--- src/hdl/ksel_pkg.sv ---
// Shared types and constants for the k-smallest index selector.
package ksel_pkg;

  localparam int VALUE_W = 64;
  localparam int INDEX_W = 16;
  localparam int WANT_W  = 5;
  localparam logic [WANT_W-1:0] WANT_RESET = 5'd8;

  localparam int               MAX_KEPT_DEF  = 16;
  localparam longint unsigned  MAX_ITEMS_DEF = 64'd65536;

  typedef enum logic {
    ST_COLLECT,
    ST_DRAIN
  } ksel_state_t;

  typedef struct packed {
    logic load;   // take the offered word into the row
    logic shift;  // move the row one place towards the head
    logic clear;  // end of run
  } ksel_cmd_t;

  typedef struct packed {
    logic last_word;  // one kept entry left
  } ksel_sts_t;

endpackage

--- src/hdl/ksel_ctrl.sv ---
// Controller: collects words until the final one, then drains the kept indices.
module ksel_ctrl (
  input  logic               clk,
  input  logic               rst,
  input  logic               sample_valid,
  input  logic               final_item,
  output logic               sample_stall,
  output logic               rank_valid,
  input  logic               rank_stall,
  output ksel_pkg::ksel_cmd_t cmd,
  input  ksel_pkg::ksel_sts_t sts
);
  import ksel_pkg::*;

  ksel_state_t state, state_next;

  always_ff @(posedge clk) begin
    if (rst) begin
      state <= ST_COLLECT;
    end else begin
      state <= state_next;
    end
  end

  always_comb begin
    state_next   = state;
    sample_stall = 1'b1;
    rank_valid   = 1'b0;
    cmd          = '0;
    case (state)
      ST_COLLECT: begin
        sample_stall = 1'b0;
        if (sample_valid) begin
          cmd.load = 1'b1;
          if (final_item) begin
            state_next = ST_DRAIN;
          end
        end
      end
      ST_DRAIN: begin
        rank_valid = 1'b1;
        if (!rank_stall) begin
          cmd.shift = 1'b1;
          if (sts.last_word) begin
            cmd.clear  = 1'b1;
            state_next = ST_COLLECT;
          end
        end
      end
      default: begin
        state_next = ST_COLLECT;
      end
    endcase
  end

endmodule

--- src/hdl/ksel_dpath.sv ---
// Datapath: sorted row of compare-and-shift cells, index counter, run flags.
module ksel_dpath #(
  parameter int              MAX_KEPT  = ksel_pkg::MAX_KEPT_DEF,
  parameter longint unsigned MAX_ITEMS = ksel_pkg::MAX_ITEMS_DEF
) (
  input  logic                               clk,
  input  logic                               rst,
  input  logic                               count_wanted_we,
  input  logic [ksel_pkg::WANT_W-1:0]        count_wanted,
  input  logic signed [ksel_pkg::VALUE_W-1:0] sample_value,
  input  ksel_pkg::ksel_cmd_t                cmd,
  output ksel_pkg::ksel_sts_t                sts,
  output logic [ksel_pkg::INDEX_W-1:0]       rank_index,
  output logic                               run_end,
  output logic                               index_overflow
);
  import ksel_pkg::*;

  localparam int KW    = $clog2(MAX_KEPT + 1);
  localparam int CNT_W = $clog2(MAX_ITEMS + 1);
  localparam logic [CNT_W-1:0] CNT_MAX = CNT_W'(MAX_ITEMS);
  localparam logic [KW-1:0]    K_MAX   = KW'(MAX_KEPT);

  logic [WANT_W-1:0]         want;
  logic [KW-1:0]             k_eff;
  logic [KW-1:0]             fill, fill_eff, fill_next;
  logic [CNT_W-1:0]          item_count;
  logic                      overflow;
  logic                      sat, full;
  logic [INDEX_W-1:0]        new_index;

  logic signed [VALUE_W-1:0] kval [MAX_KEPT];
  logic [INDEX_W-1:0]        kidx [MAX_KEPT];
  logic [MAX_KEPT-1:0]       take;

  always_ff @(posedge clk) begin
    if (rst) begin
      want <= WANT_RESET;
    end else if (count_wanted_we) begin
      want <= count_wanted;
    end
  end

  always_comb begin
    if (want == '0) begin
      k_eff = KW'(1);
    end else if (int'(want) > MAX_KEPT) begin
      k_eff = K_MAX;
    end else begin
      k_eff = KW'(want);
    end
    fill_eff  = (fill > k_eff) ? k_eff : fill;
    full      = (fill_eff == k_eff);
    fill_next = full ? fill_eff : fill_eff + KW'(1);
    sat       = (item_count == CNT_MAX);
    new_index = sat ? INDEX_W'(CNT_MAX - CNT_W'(1)) : INDEX_W'(item_count);
  end

  // Cell j takes a new entry when its value is above the key, or when it
  // is the first free slot of a list that is not yet full.
  for (genvar j = 0; j < MAX_KEPT; j++) begin : g_cell
    localparam logic [KW-1:0] J = KW'(j);
    assign take[j] = ((J < fill_eff) && (kval[j] > sample_value)) ||
                     ((J == fill_eff) && !full);

    always_ff @(posedge clk) begin
      if (cmd.load && take[j]) begin
        if (j > 0 && take[(j > 0) ? j - 1 : 0]) begin
          kval[j] <= kval[(j > 0) ? j - 1 : 0];
          kidx[j] <= kidx[(j > 0) ? j - 1 : 0];
        end else begin
          kval[j] <= sample_value;
          kidx[j] <= new_index;
        end
      end else if (cmd.shift && j < MAX_KEPT - 1) begin
        kval[j] <= kval[(j < MAX_KEPT - 1) ? j + 1 : j];
        kidx[j] <= kidx[(j < MAX_KEPT - 1) ? j + 1 : j];
      end
    end
  end

  always_ff @(posedge clk) begin
    if (rst || cmd.clear) begin
      fill       <= '0;
      item_count <= '0;
      overflow   <= 1'b0;
    end else if (cmd.load) begin
      fill <= fill_next;
      if (sat) begin
        overflow <= 1'b1;
      end else begin
        item_count <= item_count + CNT_W'(1);
      end
    end else if (cmd.shift) begin
      fill <= fill - KW'(1);
    end
  end

  assign sts.last_word   = (fill == KW'(1));
  assign rank_index      = kidx[0];
  assign run_end         = sts.last_word;
  assign index_overflow  = overflow;

endmodule

--- src/hdl/k_smallest_index_selector.sv ---
// Top level of the k-smallest index selector.
//
//  channel   direction  handshake                     payload
//  sample    in         sample_valid / sample_stall   sample_value, final_item
//  rank      out        rank_valid / rank_stall       rank_index, run_end, index_overflow
//  config    in         count_wanted_we               count_wanted
//
// One sample word per cycle while collecting; every kept entry is compared in
// parallel by its own cell, so each word is inserted into the row as it is accepted.
// After the final word, one rank word per cycle for each kept entry (1 to K) while rank_stall is low,
// with sample_stall high throughout the drain.
// rank_stall holds the head of the row and its flags in place.
// Synchronous reset empties the row, clears the counter and sets K to 8.
module k_smallest_index_selector #(
  parameter int              MAX_KEPT  = ksel_pkg::MAX_KEPT_DEF,
  parameter longint unsigned MAX_ITEMS = ksel_pkg::MAX_ITEMS_DEF
) (
  input  logic                                clk,
  input  logic                                rst,
  input  logic                                count_wanted_we,
  input  logic [ksel_pkg::WANT_W-1:0]         count_wanted,
  input  logic                                sample_valid,
  output logic                                sample_stall,
  input  logic signed [ksel_pkg::VALUE_W-1:0] sample_value,
  input  logic                                final_item,
  output logic                                rank_valid,
  input  logic                                rank_stall,
  output logic [ksel_pkg::INDEX_W-1:0]        rank_index,
  output logic                                run_end,
  output logic                                index_overflow
);
  import ksel_pkg::*;

  ksel_cmd_t cmd;
  ksel_sts_t sts;

  ksel_ctrl u_ctrl (
    .clk          (clk),
    .rst          (rst),
    .sample_valid (sample_valid),
    .final_item   (final_item),
    .sample_stall (sample_stall),
    .rank_valid   (rank_valid),
    .rank_stall   (rank_stall),
    .cmd          (cmd),
    .sts          (sts)
  );

  ksel_dpath #(
    .MAX_KEPT  (MAX_KEPT),
    .MAX_ITEMS (MAX_ITEMS)
  ) u_dpath (
    .clk             (clk),
    .rst             (rst),
    .count_wanted_we (count_wanted_we),
    .count_wanted    (count_wanted),
    .sample_value    (sample_value),
    .cmd             (cmd),
    .sts             (sts),
    .rank_index      (rank_index),
    .run_end         (run_end),
    .index_overflow  (index_overflow)
  );

endmodule

--- config.mk ---
export PLATFORM = sky130hd
export DESIGN_NAME = k_smallest_index_selector
export DESIGN_NICKNAME = d
export VERILOG_FILES = /design/src/hdl/ksel_pkg.sv /design/src/hdl/ksel_ctrl.sv /design/src/hdl/ksel_dpath.sv /design/src/hdl/k_smallest_index_selector.sv
export SDC_FILE = /design/constraint.sdc
export NUM_CORES = 2
export LEC_CHECK = 0
export BUFFER_PORTS_ARGS = -buffer_cell sky130_fd_sc_hd__buf_2
export CORE_MARGIN = 10
export CORE_UTILIZATION = 63
export CTS_CLUSTER_SIZE = 8
export DETAILED_ROUTE_END_ITERATION = 16
export PLACE_DENSITY = 0.79
export SYNTH_ARGS = -nofsm -noshare
export SYNTH_HDL_FRONTEND = slang
export SYNTH_SLANG_ARGS = --single-unit
export TNS_END_PERCENT = 30
--- constraint.sdc ---
create_clock -name clk -period 11.4 [get_ports clk]
set_input_delay 1.71 -clock clk [delete_from_list [all_inputs] [get_ports clk]]
set_output_delay 1.71 -clock clk [all_outputs]
set_load 0.005 [all_outputs]
==> impl_metrics.py <==
metrics = {
    "run": {
        "maxCapViolations": 2,
    },
    "power_and_ir_drop": {
        "powerDensity_nw_per_um2": 184.5,
        "p_leak_nw": 38.04,
        "ir_worst_vdd_mv": 0.2573,
        "finalPower_mw": 17.47,
    },
    "final_layout": {
        "final-seq-area_um2": 39020,
        "drive_gt1_frac": 0.06544,
        "nNetsFinal": 9643,
        "multi_input_area_um2": 46250,
        "num-fill-cells": 10300,
        "synthToLayoutAreaGrowth_pct": 7.828,
    },
    "synth": {
        "postSynth.asyncResetShare": 0,
        "synth_area_per_cell_um2": 10.11,
        "synth.distinct_cells": 89,
        "syn-num-nets": 9795,
        "synth-edff-count": 1280,
        "yosys_warnings": 0,
        "syn_inst": 8684,
        "netlist_area_um2": 87830,
        "ys_seq_area_frac": 0.4442,
        "synth-main-ff-cell": "edfxtp_1",
        "synth-seq-cells": 1309,
    },
    "clock_network": {
        "post_cts_buffers": 0,
        "clkSlewWorstSetupHoldPaths_ns": 0.06,
        "cts_tree": "yes",
        "cts_resized": 0,
        "numCtsBuffers": 182,
        "postCtsHoldBufs": 0,
        "clock_latency_ns": 0.86,
        "clockBufferDepth": 3,
        "htree_levels": 4,
        "root_buffer": "clkbuf_16",
        "clock_sinks": 1309,
    },
    "global_routing": {
        "grt_max_degree": 271,
        "grt_pass1_wl_mm": 479.6,
        "grt_pass1_vias": 73140,
        "antenna_found_initial": 26,
        "grt_remaining_overflow": 0,
        "grt_use_total": 0.4068,
    },
    "worst_setup_path": {
        "path_class": "input port to register",
        "start_kind": "input port",
        "critPathMaxFanout": 42,
        "cp.required_ns": 11.97,
        "arrival_ns": 9.68,
        "endpoint_kind": "register",
    },
    "outcome": {
        "violations": "capacitance limit, slew limit",
        "status": "finished, violations left",
    },
    "worst_hold_path": {
        "hp-class": "register to register",
    },
    "sta": {
        "finalHoldViolCount": 0,
        "fin_worst_skew_ns": 0.07377,
        "fmax_mhz": 109.8,
        "period_needed_ns": 9.111,
        "period_share": 0.7992,
        "worst_slew_pin_slew_ns": 1.522,
        "setup_ws_ns": 2.289,
        "slew_viol_final": 3,
        "setup-tns-final_ns": 0,
        "rsz0062_at_grt": "no",
        "setup_viol": 0,
        "maxSlewHeadroom": -0.02562,
    },
    "detailed_routing": {
        "drt-initial-drc-count": 13030,
        "drc": 0,
        "vias": 77430,
        "via_per_inst": 7.395,
        "wl_per_cell_um": 31.55,
        "drt_wl_total_mm": 330.4,
        "drt-pass1-iter-count": 7,
        "ant_nets": 0,
    },
    "floorplanning": {
        "fp.dieH_um": 393.4,
        "rows": 136,
        "ioPinCount": 95,
        "die_w_um": 393.4,
        "start_util": 0.6365,
        "coreArea_um2": 138000,
        "die_area_um2": 154800,
    },
    "placement": {
        "io_buffers": 94,
        "gp_congestion": 1.041,
        "pre_cts_ws_ns": 2.156,
        "dp_hpwl_mm": 218.3,
    },
}
critical path: stages:
cell	delay, ns
buf_2	0.31
inv_1	0.46
ha_1	0.47
nand4_1	0.12
nor4_1	1.13
nand4_1	0.82
nor4_1	1.17
a211o_1	0.44
o21bai_1	0.10
a31oi_1	0.56
nand3_4	1.08
buf_4	0.79
mux2i_1	0.32
a21oi_1	0.09
sequential cells by signal (all words and copies together) (netlist names):
name,cells
u_dpath.index_overflow,1
u_dpath.fill,5
u_ctrl.state,1
u_dpath.item_count,17
u_dpath.kval,1024
u_dpath.want,5
u_dpath.kidx,256
layer usage:
metal  wire length (um)  share of wire  track usage
met5                115        0.00035            0
met4              25740          0.078       0.2628
met3              49150           0.15       0.1213
met2             138500           0.42       0.5931
met1             116900           0.35       0.5252
final timing paths:
path | startpoint | end | slack, ns | cells after the start
worst max-delay path | sample_value[59] | u_dpath.kval[9][7] | 2.29 | 14
worst min-delay path | u_dpath.item_count[16] | u_dpath.item_count[16] | 0.49 | 2
worst max register to register | u_dpath.kval[8][58] | u_dpath.kval[9][7] | 3.54 | 12
worst min register to register | u_dpath.item_count[16] | u_dpath.item_count[16] | 0.49 | 2
cell usage after synthesis (all sizes together), types with 33 or more instances:
library cell  number  area [um^2]
edfxtp          1280        38440
a21oi           1085         5430
ha              1036        12960
nor2             991         3725
nand2            860         3228
mux2i            529         5308
clkbuf           436         1637
o21ai            322         1619
a221o            248         2482
a21o             217         1629
nand4            213         1333
nor3             156        790.8
nand3            155        785.8
a31oi            148        925.9
inv              146        548.0
buf              122        738.2
o211ai           102        765.7
and2              75        469.2
mux2              66        743.2
a22oi             41        335.3
a211oi            38        295.3
nor4              34        212.7
nor2b             33        206.5
layout make-up:
cell class,count,share of cell area
flip-flops and latches,1309,0.4120
repair buffers,222,0.01575
inverters,146,0.005787
well taps,1863,0.02461
clock buffers,225,0.04979
diodes,20,0.0005285
clock inverters,15,0.003197
multi-input cells,6671,0.4884
metrics by stage:
stage	cells	util	cell area (um^2)	hold WS, ns
2_1_floorplan	8684	-	87830	0.4534
3_3_place_gp	10210	0.6494	89620	0.4491
3_5_place_dp	10210	0.6494	89620	0.4778
4_1_cts	10450	0.6858	94640	0.4850
5_1_grt	10460	0.6860	94670	0.5100
6_report	10470	0.6863	94710	0.4866
layout by cell type, fill, tap and decap left out, types with 29 or more instances in the layout:
cell and instances:
a211oi_1 35, a21o_1 217, a21oi_1 1084, a221o_1 248
a22oi_1 39, a31oi_1 146, and2_1 72, buf_2 95
buf_4 122, clkbuf_1 43, clkbuf_16 182, dfxtp_1 29
edfxtp_1 1280, ha_1 1036, inv_1 146, mux2_2 66
mux2i_1 528, nand2_1 851, nand3_1 148, nand4_1 213
nor2_1 986, nor2b_1 30, nor3_1 153, nor4_1 31
o211ai_1 102, o21ai_0 290
where the power goes:
group	leakage (nW)	internal [mW]	switching, mW
Sequential	12.1	6.51	0.735
Clock	2.43	2.88	2.19
Combinational	23.5	1.71	3.43
Total	38.0	11.1	6.36
cells by family after synthesis:
family,Yosys count,synth area share
simple gates,2646,0.1334
compound gates,2370,0.1702
flops,1309,0.4442
fa+ha+maj,1036,0.1476
buf+inv,704,0.03328
mux,595,0.06889
xor+xnor,24,0.002393
(Power assumes the default switching activity.)
